**src/sv/tqps_pkg.sv**
```systemverilog
package tqps_pkg;

  localparam int QUEUE_DEPTH = 16;
  localparam int ID_WIDTH    = 16;
  localparam int PTR_W       = $clog2(QUEUE_DEPTH);
  localparam int CNT_W       = $clog2(QUEUE_DEPTH + 1);

  typedef logic [ID_WIDTH-1:0] id_t;
  typedef logic [PTR_W-1:0]    ptr_t;
  typedef logic [CNT_W-1:0]    cnt_t;

  typedef enum logic [1:0] {
    OP_INS_COMMON = 2'd0,
    OP_INS_PREF   = 2'd1,
    OP_EXECUTE    = 2'd2,
    OP_FINISH     = 2'd3
  } op_t;

  typedef enum logic [1:0] {
    ST_OK    = 2'd0,
    ST_EMPTY = 2'd1,
    ST_FULL  = 2'd2
  } status_t;

  // decoded request handed from front to back
  typedef struct packed {
    op_t op;
    id_t id;
  } cmd_t;

  // next read index, wraps at the queue depth
  function automatic ptr_t ptr_inc(ptr_t p);
    ptr_t r;
    if (p == ptr_t'(QUEUE_DEPTH - 1)) begin
      r = '0;
    end else begin
      r = p + ptr_t'(1);
    end
    return r;
  endfunction

  // tail slot (head + fill) mod depth, the sum stays below twice the depth
  function automatic ptr_t tail_idx(ptr_t h, cnt_t f);
    logic [CNT_W:0] s;
    s = {{(CNT_W + 1 - PTR_W){1'b0}}, h} + {1'b0, f};
    if (s >= (CNT_W + 1)'(QUEUE_DEPTH)) begin
      s = s - (CNT_W + 1)'(QUEUE_DEPTH);
    end
    return s[PTR_W-1:0];
  endfunction

endpackage

```
**src/sv/tqps_ram.sv**
```systemverilog
module tqps_ram #(
  parameter int WIDTH = 16,
  parameter int DEPTH = 16,
  localparam int AW = (DEPTH > 1) ? $clog2(DEPTH) : 1
) (
  input  logic             clk,
  input  logic             we,
  input  logic [AW-1:0]    waddr,
  input  logic [WIDTH-1:0] wdata,
  input  logic             re,
  input  logic [AW-1:0]    raddr,
  output logic [WIDTH-1:0] rdata
);

  logic [WIDTH-1:0] mem [DEPTH];

  always_ff @(posedge clk) begin
    if (we) begin
      mem[waddr] <= wdata;
    end
    if (re) begin
      rdata <= mem[raddr];
    end
  end

endmodule

```
**src/sv/tqps_front.sv**
```systemverilog
module tqps_front import tqps_pkg::*; (
  input  logic       clk,
  input  logic       rst,
  input  logic       in_valid,
  output logic       in_stall,
  input  logic [1:0] action,
  input  id_t        proc_id,
  output logic       cmd_valid,
  output cmd_t       cmd,
  input  logic       cmd_take
);

  // two-entry command queue
  cmd_t       slot [2];
  logic       wr_ptr;
  logic       rd_ptr;
  logic [1:0] count;
  op_t        op_dec;
  logic       push;

  always_comb begin
    unique case (action)
      2'd0:    op_dec = OP_INS_COMMON;
      2'd1:    op_dec = OP_INS_PREF;
      2'd2:    op_dec = OP_EXECUTE;
      default: op_dec = OP_FINISH;
    endcase
  end

  assign in_stall  = (count == 2'd2);
  assign push      = in_valid && !in_stall;
  assign cmd_valid = (count != 2'd0);
  assign cmd       = slot[rd_ptr];

  always_ff @(posedge clk) begin
    if (push) begin
      slot[wr_ptr] <= '{op: op_dec, id: proc_id};
    end
  end

  always_ff @(posedge clk) begin
    if (rst) begin
      wr_ptr <= 1'b0;
      rd_ptr <= 1'b0;
      count  <= 2'd0;
    end else begin
      if (push) begin
        wr_ptr <= !wr_ptr;
      end
      if (cmd_take) begin
        rd_ptr <= !rd_ptr;
      end
      count <= count + 2'(push) - 2'(cmd_take);
    end
  end

endmodule

```
**src/sv/tqps_back.sv**
```systemverilog
module tqps_back import tqps_pkg::*; (
  input  logic       clk,
  input  logic       rst,
  input  logic       cmd_valid,
  input  cmd_t       cmd,
  output logic       cmd_take,
  output logic       out_valid,
  input  logic       out_stall,
  output id_t        moved_id,
  output logic [1:0] status,
  output cnt_t       common_count,
  output cnt_t       pref_count
);

  typedef enum logic [1:0] {
    S_IDLE = 2'b01,
    S_READ = 2'b10
  } state_t;

  state_t  state, state_next;
  ptr_t    common_head, common_head_next;
  cnt_t    common_fill, common_fill_next;
  ptr_t    pref_head, pref_head_next;
  cnt_t    pref_fill, pref_fill_next;
  logic    r_pop_pref;
  logic    r_push_common;
  status_t status_reg;

  logic    out_free;
  logic    c_full, p_full, c_empty, p_empty;
  logic    ins_c, ins_p, rd_pref, rd_common, push_after;
  status_t dec_status;
  logic    fin_idle, fin_read;
  logic    c_push, c_pop, p_push, p_pop;

  logic    c_we;
  id_t     c_wdata;
  id_t     c_rdata;
  id_t     p_rdata;
  id_t     rd_id;

  assign out_free = !out_valid || !out_stall;
  assign c_full   = (common_fill == cnt_t'(QUEUE_DEPTH));
  assign p_full   = (pref_fill == cnt_t'(QUEUE_DEPTH));
  assign c_empty  = (common_fill == '0);
  assign p_empty  = (pref_fill == '0);

  // decide the request against the current fills
  always_comb begin
    ins_c      = 1'b0;
    ins_p      = 1'b0;
    rd_pref    = 1'b0;
    rd_common  = 1'b0;
    push_after = 1'b0;
    dec_status = ST_OK;
    unique case (cmd.op)
      OP_INS_COMMON: begin
        if (c_full) dec_status = ST_FULL;
        else        ins_c = 1'b1;
      end
      OP_INS_PREF: begin
        if (p_full) dec_status = ST_FULL;
        else        ins_p = 1'b1;
      end
      OP_EXECUTE: begin
        if (!p_empty) begin
          if (c_full) begin
            dec_status = ST_FULL;
          end else begin
            rd_pref    = 1'b1;
            push_after = 1'b1;
          end
        end else if (!c_empty) begin
          rd_common  = 1'b1;
          push_after = 1'b1;
        end else begin
          dec_status = ST_EMPTY;
        end
      end
      default: begin
        if (!p_empty)      rd_pref    = 1'b1;
        else if (!c_empty) rd_common  = 1'b1;
        else               dec_status = ST_EMPTY;
      end
    endcase
  end

  assign cmd_take = (state == S_IDLE) && cmd_valid && out_free;
  assign fin_idle = cmd_take && !rd_pref && !rd_common;
  assign fin_read = (state == S_READ) && out_free;
  assign rd_id    = r_pop_pref ? p_rdata : c_rdata;

  always_comb begin
    c_push = 1'b0;
    c_pop  = 1'b0;
    p_push = 1'b0;
    p_pop  = 1'b0;
    if (fin_idle) begin
      c_push = ins_c;
      p_push = ins_p;
    end
    if (fin_read) begin
      c_push = r_push_common;
      c_pop  = !r_pop_pref;
      p_pop  = r_pop_pref;
    end
    common_fill_next = common_fill + cnt_t'(c_push) - cnt_t'(c_pop);
    pref_fill_next   = pref_fill + cnt_t'(p_push) - cnt_t'(p_pop);
    common_head_next = c_pop ? ptr_inc(common_head) : common_head;
    pref_head_next   = p_pop ? ptr_inc(pref_head) : pref_head;
  end

  always_comb begin
    state_next = state;
    unique case (state)
      S_IDLE: if (cmd_take && (rd_pref || rd_common)) state_next = S_READ;
      S_READ: if (out_free) state_next = S_IDLE;
      default: state_next = S_IDLE;
    endcase
  end

  // common tail write: insert from the command, or the id that was read
  assign c_we    = c_push;
  assign c_wdata = fin_read ? rd_id : cmd.id;

  tqps_ram #(.WIDTH(ID_WIDTH), .DEPTH(QUEUE_DEPTH)) u_common_ram (
    .clk   (clk),
    .we    (c_we),
    .waddr (tail_idx(common_head, common_fill)),
    .wdata (c_wdata),
    .re    (cmd_take && rd_common),
    .raddr (common_head),
    .rdata (c_rdata)
  );

  tqps_ram #(.WIDTH(ID_WIDTH), .DEPTH(QUEUE_DEPTH)) u_pref_ram (
    .clk   (clk),
    .we    (p_push),
    .waddr (tail_idx(pref_head, pref_fill)),
    .wdata (cmd.id),
    .re    (cmd_take && rd_pref),
    .raddr (pref_head),
    .rdata (p_rdata)
  );

  always_ff @(posedge clk) begin
    if (rst) begin
      state       <= S_IDLE;
      common_head <= '0;
      common_fill <= '0;
      pref_head   <= '0;
      pref_fill   <= '0;
      out_valid   <= 1'b0;
    end else begin
      state       <= state_next;
      common_head <= common_head_next;
      common_fill <= common_fill_next;
      pref_head   <= pref_head_next;
      pref_fill   <= pref_fill_next;
      if (fin_idle || fin_read) begin
        out_valid <= 1'b1;
      end else if (!out_stall) begin
        out_valid <= 1'b0;
      end
    end
  end

  always_ff @(posedge clk) begin
    if (cmd_take) begin
      r_pop_pref    <= rd_pref;
      r_push_common <= push_after;
    end
    if (fin_idle) begin
      moved_id   <= (ins_c || ins_p) ? cmd.id : '0;
      status_reg <= dec_status;
    end
    if (fin_read) begin
      moved_id   <= rd_id;
      status_reg <= ST_OK;
    end
    if (fin_idle || fin_read) begin
      common_count <= common_fill_next;
      pref_count   <= pref_fill_next;
    end
  end

  assign status = status_reg;

  a_fill_bound: assert property (@(posedge clk) disable iff (rst)
    (common_fill <= cnt_t'(QUEUE_DEPTH)) && (pref_fill <= cnt_t'(QUEUE_DEPTH)))
    else $error("queue fill beyond depth");

  a_take_idle: assert property (@(posedge clk) disable iff (rst)
    cmd_take |-> (state == S_IDLE))
    else $error("command taken while a read is pending");

  a_read_done: assert property (@(posedge clk) disable iff (rst)
    (state == S_READ && out_free) |=> (state == S_IDLE && out_valid))
    else $error("read completion did not post a result");

  a_flag_zero: assert property (@(posedge clk) disable iff (rst)
    (out_valid && status_reg != ST_OK) |-> (moved_id == '0))
    else $error("flagged result carries an id");

endmodule

```
**src/sv/two_queue_promotion_scheduler_unit.sv**
```systemverilog
// channel  | handshake                 | payload
// ---------+---------------------------+-------------------------------------------------
// request  | in_valid / in_stall       | action, proc_id
// result   | out_valid / out_stall     | moved_id, status, common_count, pref_count
//
// inserts and flagged requests finish in the back end's idle state; pops (execute, finish) go through a read state:
// the queue memory head is read, then the result is posted and an execute also writes the common tail
// the two-entry command queue registers each request before the back end sees it
// rst is synchronous and clears heads, fills and handshake state; queue memories are not cleared
// out_stall holds the result register and the back end; the front keeps taking items until
// its queue is full, then raises in_stall
module two_queue_promotion_scheduler_unit import tqps_pkg::*; (
  input  logic       clk,
  input  logic       rst,
  // request channel
  input  logic       in_valid,
  output logic       in_stall,
  input  logic [1:0] action,
  input  id_t        proc_id,
  // result channel
  output logic       out_valid,
  input  logic       out_stall,
  output id_t        moved_id,
  output logic [1:0] status,
  output cnt_t       common_count,
  output cnt_t       pref_count
);

  // decoded command between front and back
  logic cmd_valid;
  cmd_t cmd;
  logic cmd_take;

  // front: decode action and buffer requests
  tqps_front u_front (
    .clk       (clk),
    .rst       (rst),
    .in_valid  (in_valid),
    .in_stall  (in_stall),
    .action    (action),
    .proc_id   (proc_id),
    .cmd_valid (cmd_valid),
    .cmd       (cmd),
    .cmd_take  (cmd_take)
  );

  // back: queue memories, heads, fills and the result register
  tqps_back u_back (
    .clk          (clk),
    .rst          (rst),
    .cmd_valid    (cmd_valid),
    .cmd          (cmd),
    .cmd_take     (cmd_take),
    .out_valid    (out_valid),
    .out_stall    (out_stall),
    .moved_id     (moved_id),
    .status       (status),
    .common_count (common_count),
    .pref_count   (pref_count)
  );

endmodule

```
**config.mk**
```make
export PLATFORM = sky130hd
export DESIGN_NAME = two_queue_promotion_scheduler_unit
export DESIGN_NICKNAME = d
export VERILOG_FILES = /design/src/sv/tqps_pkg.sv /design/src/sv/tqps_ram.sv /design/src/sv/tqps_front.sv /design/src/sv/tqps_back.sv /design/src/sv/two_queue_promotion_scheduler_unit.sv
export SDC_FILE = /design/constraint.sdc
export NUM_CORES = 1
export LEC_CHECK = 0
export BUFFER_PORTS_ARGS = -buffer_cell sky130_fd_sc_hd__buf_4
export CAP_MARGIN = 0
export CORE_MARGIN = 1
export CORE_UTILIZATION = 30
export CTS_CLUSTER_SIZE = 12
export DETAILED_ROUTE_END_ITERATION = 7
export PLACE_DENSITY = 0.41
export REMOVE_ABC_BUFFERS = 1
export SLEW_MARGIN = 25
export SYNTH_ARGS = -nofsm -noshare
export SYNTH_HDL_FRONTEND = slang
export SYNTH_SLANG_ARGS = --single-unit
```
**constraint.sdc**
```tcl
create_clock -name clk -period 11.9 [get_ports clk]
set_clock_uncertainty 0.05 [all_clocks]
set_input_delay 1.19 -clock clk [delete_from_list [all_inputs] [get_ports clk]]
set_output_delay 1.19 -clock clk [all_outputs]
set_load 0.01 [all_outputs]
```
# Word level (Yosys, flattened, before mapping)
# Memories as Yosys holds them, arrays and structs flattened. A register that Yosys moved wholly into a read port is not among the register bits.
# Cells that the tools add are included.
[classes] addsub=12 eq_ne=14 muxes=45 n_lt_le_gt_ge=2 reduce_logical=29
[op_table] operator="16-bit two-way mux" n=5
[op_table] operator="1-bit two-way mux" n=26
[op_table] operator="4-bit two-way mux" n=4
[op_table] operator="4-bit by 5-bit adder with 6-bit output" n=2
[op_table] operator="6-bit by 5-bit >= comparator with 1-bit output (second input constant)" n=2
[op_table] operator="2-bit two-way mux" n=6
[op_table] operator="2-bit case mux with 3 select lines" n=2
[op_table] operator="5-bit by 1-bit adder with 5-bit output" n=2
[op_table] operator="5-bit == test (second input constant)" n=2
[op_table] operator="5-bit zero test" n=2
[op_table] operator="5-bit by 1-bit subtractor with 5-bit output" n=2
[op_table] operator="1-bit logical AND" n=9
[op_table] operator="4-bit by 1-bit adder with 4-bit output (second input constant)" n=2
[op_table] operator="2-bit == test (second input constant)" n=4
[op_table] operator="4-bit == test (second input constant)" n=2
[op_table] operator="1-bit zero test" n=8
[op_table] operator="4-bit by 1-bit subtractor with 4-bit output (second input constant)" n=2
[op_table] operator="2-bit by 1-bit == test with 1-bit output (second input constant)" n=3
[op_table] operator="2-bit zero test" n=2
[op_table] operator="1-bit logical OR" n=4
[op_table] operator="2-bit by 1-bit inequality test with 1-bit output (second input constant)" n=2
[op_table] operator="2-bit case mux with 2 select lines" n=1
[op_table] operator="2-bit nonzero test" n=2
[op_table] operator="2-bit by 1-bit adder with 2-bit output" n=1
[op_table] operator="other kinds (5)" n=5
[word_totals] register_bits=55 inputBits=22 ramBits=548 out_inout_bits=30 n_memories=3 wordCells=120
[memory_table] name="u_back.u_common_ram.mem" depth=16 word_bits=16 rd=1 rd_clocked_by_memory_dff=1 wr=1 line="tqps_ram.sv:15" rtl="logic [WIDTH-1:0] mem [DEPTH];"
[memory_table] name="u_back.u_pref_ram.mem" depth=16 word_bits=16 rd=1 rd_clocked_by_memory_dff=1 wr=1 line="tqps_ram.sv:15"
[memory_table] name="u_front.slot" depth=2 word_bits=18 rd=1 rd_clocked_by_memory_dff=1 wr=1 line="tqps_front.sv:14" rtl="cmd_t slot [2];"

# Depth between registers and ports, before layout
# Gate-level depths: netlist (run 1).
[depth] depth_word=11 depth_mapped=13 depth_no_buf=12

# Cells and area by module
# From an unflattened synthesis (run 1), not the netlist that was laid out.
[unflattened] cells_unflattened=1226 area_unflattened_um2=24932.7
[modules_own_cells] module="tqps_ram (u_back.u_pref_ram)" cells_each=432 seq_area_each_um2=8167.8 area_per_inst_um2=10203.5 n_inst=1
[modules_own_cells] module="tqps_ram (u_back.u_common_ram)" cells_each=432 seq_area_each_um2=8167.8 area_per_inst_um2=10202.3 n_inst=1
[modules_own_cells] module="tqps_back" cells_each=278 seq_area_each_um2=1301.2 area_per_inst_um2=2990.4 n_inst=1
[modules_own_cells] module="tqps_front" cells_each=84 seq_area_each_um2=1181.1 area_per_inst_um2=1536.5 n_inst=1

# Worst setup path before layout (run 1)
# OpenSTA, ideal clock, no wires.
[synth_timing] path_type="input to register" startpoint="in out_stall" endpoint="mem u_back.u_common_ram.mem[10][0], enable pin" setup_slack_ns=7.559 setup_time_ns=0.430 cell_stages=6 arrival_ns=3.860 required_ns=11.420 n_path_buf=1 path_cell_list="nand2_1 > o2111ai_1 > inv_2 > a32oi_2 > buf_2 > nor4_1"
[synth_between] elab_chain_len=9 word_cells_on_any_way=10 classes_between="mux: 4; reduce/logical: 6"
[synth_rtl] item="start, declared" line="two_queue_promotion_scheduler_unit.sv:22" rtl="input logic out_stall,"
[synth_rtl] item="1-bit zero test" line="tqps_back.sv:42" rtl="assign out_free = !out_valid || !out_stall;"
[synth_rtl] item="1-bit logical OR" line="tqps_back.sv:42"
[synth_rtl] item="1-bit logical AND" line="tqps_back.sv:88" rtl="assign cmd_take = (state == S_IDLE) && cmd_valid && out_free;"
[synth_rtl] item="named net cmd_take" line="two_queue_promotion_scheduler_unit.sv:32" rtl="logic cmd_take;"
[synth_rtl] item="1-bit logical AND (2 in series)" line="tqps_back.sv:89" rtl="assign fin_idle = cmd_take && !rd_pref && !rd_common;"
[synth_rtl] item="1-bit two-way mux" line="tqps_back.sv:98" rtl="if (fin_idle) begin"
[synth_rtl] item="1-bit two-way mux" line="tqps_back.sv:102" rtl="if (fin_read) begin"
[synth_rtl] item="1-bit two-way mux" line="tqps_ram.sv:18" rtl="if (we) begin"
[synth_rtl] item="1-bit two-way mux (implied by the code)" line="tqps_ram.sv:19" rtl="mem[waddr] <= wdata;"
[synth_rtl] item="end, declared" line="tqps_ram.sv:15"
# The timed path passes the listed nets, and every way through them passes these cells.

# Worst setup path in the final report (run 1)
[layout_timing] startpoint="reg u_back.common_head[2]" endpoint="mem u_back.u_common_ram.mem[6][12], enable pin"
[layout_between] elab_chain_len=3 word_cells_on_any_way=4 classes_between="add/sub: 2; order compare: 1; mux: 1"
[layout_rtl] item="start, declared" line="tqps_back.sv:21" rtl="ptr_t common_head, common_head_next;"
[layout_rtl] item="start signal, assigned" line="tqps_back.sv:156" rtl="common_head <= common_head_next;"
[layout_rtl] item="4-bit by 5-bit adder with 6-bit output (*)" line="tqps_pkg.sv:45" rtl="s = {{(CNT_W + 1 - PTR_W){1'b0}}, h} + {1'b0, f};"
[layout_rtl] item="6-bit by 5-bit >= comparator with 1-bit output / 4-bit by 1-bit subtractor with 4-bit output (equally long branches)" line="tqps_pkg.sv:46, tqps_pkg.sv:47"
[layout_rtl] item="4-bit two-way mux (*)" line="tqps_pkg.sv:46" rtl="if (s >= (CNT_W + 1)'(QUEUE_DEPTH)) begin"
# Every way passes the cells marked *; elsewhere a longest branch is shown, timed or not.

==> flow_summary.json, run 1 <==
{
  "switching_power_mw": 1.58,
  "internal_power_mw": 4.29,
  "synth-seq-cells": 636,
  "final_util": 0.355,
  "ios": 52,
  "cts.clk_slew.worst_paths_ns": 0.06,
  "synth_common_cells": "edfxtp_1, mux4_2, mux2i_1",
  "yosys_most_used_dff": "edfxtp_1",
  "drive_above_1_share": 0.280,
  "via_per_inst": 4.84,
  "ys_seq_area_frac": 0.746,
  "clockBufferDepth": 3,
  "worstSetupStartpoint": "u_back.common_head[2]",
  "grt_max_degree": 69,
  "cts_made_buffers": 75,
  "num_antenna_cells": 0,
  "holdWs_ns": 0.468,
  "grt_first_pass_wirelength_mm": 90.9,
  "swShare": 0.269,
  "synth_top_area_cell": "edfxtp_1",
  "clkLatencyLatePin_ns": 0.62,
  "die_area_sq_um": 85300,
  "finalCritPeriodShare": 0.300,
  "grt_pass1_vias": 13000,
  "num_vias": 12200,
  "critical_path_class": "reg2reg",
  "fp.dieW_um": 292,
  "clkPwrFrac": 0.358,
  "critPathRequiredTime_ns": 12.14,
  "area_growth_pct": 17.5,
  "die_y_um": 292,
  "post_cts_buffers": 0,
  "fmax_ghz": 0.280,
  "antenna_found_initial": 0,
  "dp_hpwl_mm": 36.8,
  "drt_iter0_markers": 612,
  "rr_worst_depth": 6,
  "cts_tree": "built",
  "start_kind": "register",
  "ys_types": 55,
  "core_sq_um": 83400,
  "worstReg2RegStart": "u_back.common_head[2]",
  "power_frac_comb": 0.154,
  "yosysWarnings": 0,
  "cp_data_arrival_time_ns": 3.81,
  "finalSetupViolCount": 0,
  "p_leak_nw": 9.24,
  "synth.area.top_cells": "edfxtp_1, mux4_2, mux2i_1",
  "drcViolationCount": 0,
  "fill_cells": 7714,
  "dp_slack_ns": 7.74,
  "cts-root-buf": "clkbuf_16",
  "gr-total-overflow": 0,
  "avgRoutedWirePerCell_um": 24.5,
  "seq_power_share": 0.488,
  "setup_tns_ns": 0,
  "reg2reg_to": "u_back.u_common_ram.mem[6][12]",
  "powerDensity_nw_per_um2": 198,
  "htree_levels": 3,
  "tightest_slew_ns": 1.04,
  "clock-sinks": 636,
  "top_regs": "u_back.u_common_ram.mem (256), u_back.u_pref_ram.mem (256), u_front.slot (36)",
  "initial_core_util": 0.303,
  "rsz0062_at_grt": "no",
  "holdBufCountCts": 0,
  "syn_inst": 1272,
  "wl_mm": 61.8,
  "peakVddDrop_uv": 106,
  "worst_slack_ns": 8.32,
  "yosysTopAreaCellShare": 0.723,
  "cp-endpoint": "u_back.u_common_ram.mem[6][12]",
  "fin_nets": 1440,
  "path_max_fanout": 54,
  "synth_area_per_cell_sq_um": 19.8,
  "relSlewSlack": 0.301,
  "first_pass_iters": 5,
  "async_flop_share": 0,
  "ff2ff_setup_slack_ns": 8.32,
  "layout_min_cycle_time_ns": 3.58,
  "synth_most_common_cell": "edfxtp_1",
  "grt_usage": 0.147,
  "synth_edf_count": 608,
  "syn-cell-area_sq_um": 25200,
  "ant_nets": 0,
  "endpoint_kind": "register",
  "status": "finished clean",
  "hp-class": "reg2reg",
  "port_buffers": 51,
  "post_cts_resized": 0,
  "maxSlewViolCount": 0,
  "place.gp.congestion": 0.742,
  "rows": 106,
  "drv_cap": 0,
  "hold_viol_final": 0
}
per-layer routing:
metal	share of wire	global-route usage	up-vias
met1	0.49	0.212	6492
met2	0.46	0.229	209
met4	0.020	0.0457	0
li1	-	-	5448
met5	0	0	-
met3	0.029	0.0202	77
worst max-delay path, cell delays in order, from the launching register on:
cell	delay [ns]
dfxtp_2	0.31
buf_4	0.69
ha_1	0.42
a21oi_1	0.26
xor2_1	0.31
nor4_2	0.82
buf_4	0.37
logic make-up after synthesis:
| family | count (synthesis) | synth area share |
|---|---|---|
| multiplexers | 214 | 0.148 |
| XOR/XNOR | 22 | 0.00763 |
| adder cells (fa/ha/maj) | 26 | 0.0141 |
| buffers and inverters | 112 | 0.0190 |
| AO/OA/AOI/OAI | 117 | 0.0318 |
| AND/OR/NAND/NOR | 145 | 0.0335 |
| flip-flops | 636 | 0.746 |
cells in the final DEF, fill, tap and decap left out, types with 3 or more instances in the layout:
cell type and instances:
edfxtp_1 608, mux4_2 128, buf_4 110, clkbuf_16 76
mux2i_1 72, inv_1 44, a21oi_1 42, nor2b_1 40
a211oi_1 35, nor4_2 30, ha_1 22, dfxtp_1 22
nand2_1 17, clkinv_2 17, clkbuf_1 17, o22ai_1 16
clkinv_1 15, nor2_1 13, xnor2_1 13, nor3_1 9
xor2_1 9, nand2b_1 8, mux2i_2 8, nand3_1 6
nor3_2 4, mux2i_4 4, a21o_1 4, fa_1 4
dfxtp_2 4, o21a_1 3, nor4_1 3, clkinv_8 3
area by class of cell:
class	instances	area [sq um]	area share
Tap cell	1080	1350	0.0456
Clock inverter	40	279	0.00941
Timing Repair Buffer	110	826	0.0279
Multi-Input combinational cell	524	6230	0.210
Clock buffer	93	1970	0.0663
Sequential cell	636	18800	0.635
Inverter	45	169	0.00570
stage by stage:
| stage | total power, mW | cells | instance area (sq um) |
|---|---|---|---|
| floorplan | 3.37 | 1205 | 24900 |
| global placement | 3.82 | 2395 | 27400 |
| detailed placement | 3.83 | 2395 | 27400 |
| CTS | 5.96 | 2528 | 29600 |
| global route | 6.12 | 2528 | 29600 |
| finish | 5.87 | 2528 | 29600 |
worst min-delay path by stage:
stage                     slack, ns  cells after the start               end              from
after floorplan                0.43                      2          register    u_front.rd_ptr
after global placement         0.44                      2  u_back.status[1]  u_back.status[1]
after detailed placement       0.45                      2          register    u_front.rd_ptr
after CTS                      0.46                      2  u_back.status[1]  u_back.status[1]
after global routing           0.48                      2  u_back.status[1]  u_back.status[1]
final                          0.47                      2          register    u_front.rd_ptr
power by group through the flow:
stage	logic (mW)	registers (mW)	clock network, mW
2_1_floorplan	0.451	2.92	0
3_3_place_gp	0.913	2.91	0
3_5_place_dp	0.920	2.91	0
4_1_cts	0.923	2.87	2.17
5_1_grt	0.991	2.88	2.25
6_report	0.905	2.86	2.10
Note: power is estimated with default switching activity, not from simulation.
==> run 2: changes to the inputs <==
--- a/config.mk
+++ b/config.mk
@@ -11,7 +11,7 @@
 export CORE_UTILIZATION = 30
 export CTS_CLUSTER_SIZE = 12
 export DETAILED_ROUTE_END_ITERATION = 7
-export PLACE_DENSITY = 0.41
+export PLACE_DENSITY = 0.43
 export REMOVE_ABC_BUFFERS = 1
 export SLEW_MARGIN = 25
 export SYNTH_ARGS = -nofsm -noshare
==> constraint.sdc (replaced) <==
create_clock -name clk -period 2.9 [get_ports clk]
set_clock_uncertainty 0.05 [all_clocks]
set_input_delay 0.29 -clock clk [delete_from_list [all_inputs] [get_ports clk]]
set_output_delay 0.29 -clock clk [all_outputs]
set_load 0.01 [all_outputs]
==> run 2 against run 1 <==
Effect of this change: cell count up 3.1%; die area unchanged; register-to-register slack worse by 8.3 ns; first-iteration DRC count up 16%; combinational power rose to 4.5 times the previous value; core utilization up 1.1 points; critical endpoint is now u_back.u_pref_ram.mem[15][0]; largest power group unchanged; highest routed layer unchanged.
==> flow_summary.json, run 2 (synthesis results as in run 1) <==
{
  "critPathMaxStageDelay_ns": 0.56,
  "fp.dieW_um": 292,
  "cp_data_arrival_time_ns": 3.07,
  "p_leak_nw": 9.65,
  "num_antenna_cells": 0,
  "area_growth_pct": 21.0,
  "initial_core_util": 0.303,
  "cp_slowest_cell": "fa_1",
  "crit_family": "simple AND/OR/NAND/NOR gates",
  "status": "finished clean",
  "cts-root-buf": "clkbuf_16",
  "clockBufferDepth": 3,
  "maxSlewViolCount": 0,
  "ff2ff_setup_slack_ns": 0.06,
  "cts.clk_slew.worst_paths_ns": 0.06,
  "clock-sinks": 636,
  "port_buffers": 51,
  "drt_iter0_markers": 712,
  "dp_hpwl_mm": 39.5,
  "grt_max_degree": 69,
  "holdWs_ns": 0.148,
  "ant_nets": 0,
  "path_max_fanout": 9,
  "num_vias": 12600,
  "critPathRequiredTime_ns": 3.13,
  "reg2reg_to": "u_back.u_pref_ram.mem[15][0]",
  "wl_mm": 61.5,
  "fin_nets": 1517,
  "via_per_inst": 4.84,
  "grt_first_pass_wirelength_mm": 91.6,
  "final_common_cell": "edfxtp_1",
  "rsz0062_at_grt": "yes",
  "relSlewSlack": 0.331,
  "ios": 52,
  "grt_usage": 0.146,
  "dp_slack_ns": -0.126,
  "peakVddDrop_uv": 457,
  "avgRoutedWirePerCell_um": 23.6,
  "layout_min_cycle_time_ns": 2.84,
  "final_util": 0.366,
  "final_area_sq_um": 30500,
  "core_sq_um": 83400,
  "drv_cap": 0,
  "rows": 106,
  "cp_num_cells": 8,
  "cp-endpoint": "u_back.u_pref_ram.mem[15][0]",
  "layout_common_cells": "edfxtp_1, buf_4, mux4_2",
  "hold_viol_final": 0,
  "finalCritPeriodShare": 0.981,
  "tightest_slew_ns": 0.996,
  "worstReg2RegStart": "u_back.pref_fill[0]",
  "fmax_ghz": 0.352,
  "first_pass_iters": 5,
  "worst_slack_ns": 0.0555,
  "top_regs": "u_back.u_common_ram.mem (256), u_back.u_pref_ram.mem (256), u_front.slot (36)",
  "worstPathCellList": "ha_1, fa_1, inv_1, nor4_1, buf_4, nand2_2, nor4_2, buf_4",
  "path_buf_inv": 3,
  "place.gp.congestion": 0.749,
  "worstSetupStartpoint": "u_back.pref_fill[0]",
  "clkLatencyLatePin_ns": 0.61,
  "start_kind": "register",
  "post_cts_buffers": 0,
  "grt_pass1_vias": 13300,
  "seqCellArea_sq_um": 18800,
  "cts_tree": "built",
  "multi_input_area_sq_um": 6250,
  "htree_levels": 3,
  "endpoint_kind": "register",
  "die_area_sq_um": 85300,
  "critical_path_class": "reg2reg",
  "die_y_um": 292,
  "drcViolationCount": 0,
  "gr-total-overflow": 0,
  "hp-class": "in2reg",
  "powerDensity_nw_per_um2": 806,
  "cpMostUsedCell": "buf_4",
  "finalSetupViolCount": 0,
  "drive_above_1_share": 0.300,
  "antenna_found_initial": 0,
  "rr_worst_depth": 8,
  "cts_made_buffers": 73,
  "placed_area_sq_um": 27900,
  "fill_cells": 7657
}
-- run 2: worst min-delay path by stage --
stage | from | end | slack, ns | depth (start not counted)
after floorplan | rst | u_back.common_fill[1] | 0.31 | 1
after global placement | proc_id[7] | u_front.slot[1][7] | 0.43 | 1
after detailed placement | proc_id[13] | u_front.slot[0][13] | 0.43 | 1
after CTS | out_stall | u_back.state[1] | 0.11 | 4
after global routing | out_stall | u_back.out_valid | 0.15 | 4
final | out_stall | u_back.out_valid | 0.15 | 4
-- run 2: through the flow --
stage	total power [mW]	TNS [ns]	cells
2_1_floorplan	13.8	-1669.00	1205
3_3_place_gp	15.9	-13.10	2453
3_5_place_dp	15.9	-11.00	2453
4_1_cts	24.9	0	2606
5_1_grt	25.6	-4.71	2607
6_report	24.6	0	2607
-- run 2: area by class of cell --
class                      count  share of cell area
sequential                   636               0.617
timing repair buffer         189              0.0536
multi-input combinational    524               0.205
clock buffer                  99              0.0651
tap                         1080              0.0443
inverter                      45             0.00553
clock inverter                34             0.00975
-- run 2: tightest hold or removal path, stage by stage --
cell     delay, ns
buf_4         0.12
nand2_1       0.09
buf_4         0.15
a31oi_1       0.09
-- run 2: timing repair --
action / CTS / global route
hold endpoints to repair: 46 / 0
gates cloned: 0 / 1
resized for setup: 1 / 14
endpoints found under the setup margin: 128 / 311
hold buffers: 20 / 0
pin swaps: 0 / 3
-- run 2: per-layer routing --
metal / wire [um] / part of all wire / vias up / GRT usage
li1: - / - / 5603 / -
met1: 29900 / 0.49 / 6695 / 0.212
met2: 28300 / 0.46 / 245 / 0.226
met3: 2400 / 0.039 / 74 / 0.0255
met4: 954 / 0.016 / 0 / 0.0377
met5: 0 / 0 / - / 0
-- run 2: report_power, final --
group          internal (mW)  switching (mW)
Clock                   5.25            3.61
Sequential              11.4           0.254
Combinational           1.37            2.71
Total                   18.0            6.57
==> run 3: changes to the inputs <==
--- a/config.mk
+++ b/config.mk
@@ -12,7 +12,6 @@
 export CTS_CLUSTER_SIZE = 12
 export DETAILED_ROUTE_END_ITERATION = 7
 export PLACE_DENSITY = 0.43
-export REMOVE_ABC_BUFFERS = 1
 export SLEW_MARGIN = 25
 export SYNTH_ARGS = -nofsm -noshare
 export SYNTH_HDL_FRONTEND = slang
==> run 3 against run 2 <==
Effect of this change: fmax up 1.5%; cell area increased by 0.57%; sequential share of layout area fell by 0.35 points; wire length rose by 0.98%; clock power shrank 3.2%; combinational power rose by 8.1%; critical path type unchanged; largest cell class unchanged.
==> flow_summary.json, run 3 (synthesis results as in run 1) <==
{
  "via_per_inst": 4.74,
  "hp-start": "in_valid",
  "start_kind": "register",
  "clock-sinks": 636,
  "dp_hpwl_mm": 39.0,
  "placed_area_sq_um": 28200,
  "status": "finished clean",
  "grt_pass1_vias": 12900,
  "holdWs_ns": 0.0728,
  "whs_path_depth": 4,
  "reg2reg_to": "u_back.u_pref_ram.mem[15][10]",
  "first_pass_iters": 5,
  "drt_iter0_markers": 850,
  "place.gp.congestion": 0.752,
  "critical_path_class": "reg2reg",
  "seqCellArea_sq_um": 18800,
  "highest_layer": "met4",
  "tightest_slew_ns": 1.07,
  "wl_met2_mm": 29.6,
  "gr-total-overflow": 0,
  "fill_cells": 7685,
  "port_buffers": 51,
  "grt_first_pass_wirelength_mm": 90.8,
  "clkLatencyLatePin_ns": 0.61,
  "area_growth_pct": 21.6,
  "drv_cap": 0,
  "cts_tree": "built",
  "powerDensity_nw_per_um2": 804,
  "worstReg2RegStart": "u_back.pref_fill[3]",
  "hold_viol_final": 0,
  "relSlewSlack": 0.280,
  "die_y_um": 292,
  "cp_data_arrival_time_ns": 3.05,
  "syn_nets": 1320,
  "p_leak_nw": 9.68,
  "top_regs": "u_back.u_common_ram.mem (256), u_back.u_pref_ram.mem (256), u_front.slot (36)",
  "die_area_sq_um": 85300,
  "cts-root-buf": "clkbuf_16",
  "endpoint_kind": "register",
  "antenna_found_initial": 2,
  "rr_worst_depth": 9,
  "avgRoutedWirePerCell_um": 23.9,
  "ff2ff_setup_slack_ns": 0.1,
  "clockBufferDepth": 3,
  "cp_slowest_cell": "or4b_4",
  "critPathMaxStageDelay_ns": 0.54,
  "whs_endpoint": "u_front.wr_ptr",
  "path_max_fanout": 16,
  "grt_usage": 0.147,
  "finalCritPeriodShare": 0.966,
  "drt-met1-wl_mm": 29.2,
  "layout_common_cells": "edfxtp_1, buf_4, mux4_2",
  "hp-class": "in2reg",
  "fp.dieW_um": 292,
  "maxSlewViolCount": 0,
  "rsz0062_at_grt": "no",
  "cts.clk_slew.worst_paths_ns": 0.05,
  "peakVddDrop_uv": 435,
  "final_area_sq_um": 30700,
  "final_common_cell": "edfxtp_1",
  "ant_nets": 0,
  "cpMostUsedCell": "buf_16",
  "critPathRequiredTime_ns": 3.15,
  "drive_above_1_share": 0.301,
  "rows": 106,
  "wl_mm": 62.1,
  "htree_levels": 3,
  "grt_max_degree": 69,
  "crit_family": "simple AND/OR/NAND/NOR gates",
  "route.met3.wl_mm": 2.00,
  "path_buf_inv": 4,
  "fin_nets": 1510,
  "drcViolationCount": 0,
  "worstSetupStartpoint": "u_back.pref_fill[3]",
  "num_vias": 12300,
  "finalSetupViolCount": 0,
  "worst_slack_ns": 0.0980,
  "fmax_ghz": 0.357,
  "layout_min_cycle_time_ns": 2.80,
  "ios": 52,
  "final_util": 0.368,
  "worstPathCellList": "inv_1, ha_1, or4b_4, o31ai_4, o21ai_4, buf_16, buf_16, nor4_4, buf_12",
  "multi_input_area_sq_um": 6370,
  "initial_core_util": 0.303,
  "core_sq_um": 83400,
  "cts_made_buffers": 73,
  "dp_slack_ns": 0.0751
}
[run 3: cell type report]
cell class	count	area share
Tap cell	1080	0.0440
Timing Repair Buffer	182	0.0576
Clock buffer	92	0.0639
Clock inverter	39	0.00791
Sequential cell	636	0.613
Multi-Input combinational cell	524	0.207
Antenna cell	3	0.000245
Inverter	45	0.00550
[run 3: power by group]
part / switching (mW) / leakage [nW] / internal [mW] / total [mW]
sequential: 0.256 / 5.73 / 11.4 / 11.7
combinational: 2.89 / 2.86 / 1.53 / 4.41
clock: 3.63 / 1.09 / 4.96 / 8.58
total: 6.77 / 9.68 / 17.9 / 24.7
[run 3: tightest hold or removal path: cells and delay by family]
family,cells,cell delay (ns)
AND/OR/NAND/NOR,2,0.14
buffers and inverters,1,0.08
XOR/XNOR,1,0.15
[run 3: worst max-delay path by stage]
stage	depth (start not counted)	slack, ns	to
3_5_place_dp	6	0.08	u_back.u_pref_ram.mem[5][8]
5_1_grt	13	0.001	u_back.common_count[4]
6_report	9	0.1	u_back.u_pref_ram.mem[15][10]
4_1_cts	9	0.06	u_back.u_pref_ram.mem[15][10]
2_1_floorplan	6	-0.59	u_back.u_common_ram.mem[10][0]
3_3_place_gp	6	0.08	u_back.u_pref_ram.mem[9][8]
[run 3: metrics by stage]
step                cells  total power, mW  setup TNS (ns)
floorplan            1272             14.0         -146.96
detailed placement   2441             16.3               0
global placement     2439             16.1               0
CTS                  2591             25.0               0
finish               2601             24.7               0
global route         2598             25.7               0
[run 3: repair_timing]
item,CTS,global route
endpoints found under the hold margin,43,0
hold buffers,19,0
resized for setup,0,6
buffers inserted,0,4
endpoints found under the setup margin,0,185
[run 3: metal layers]
layer,up-vias,track usage
li1,5593,-
met1,6466,0.206
met2,191,0.235
met3,76,0.0224
met4,0,0.0438
met5,-,0
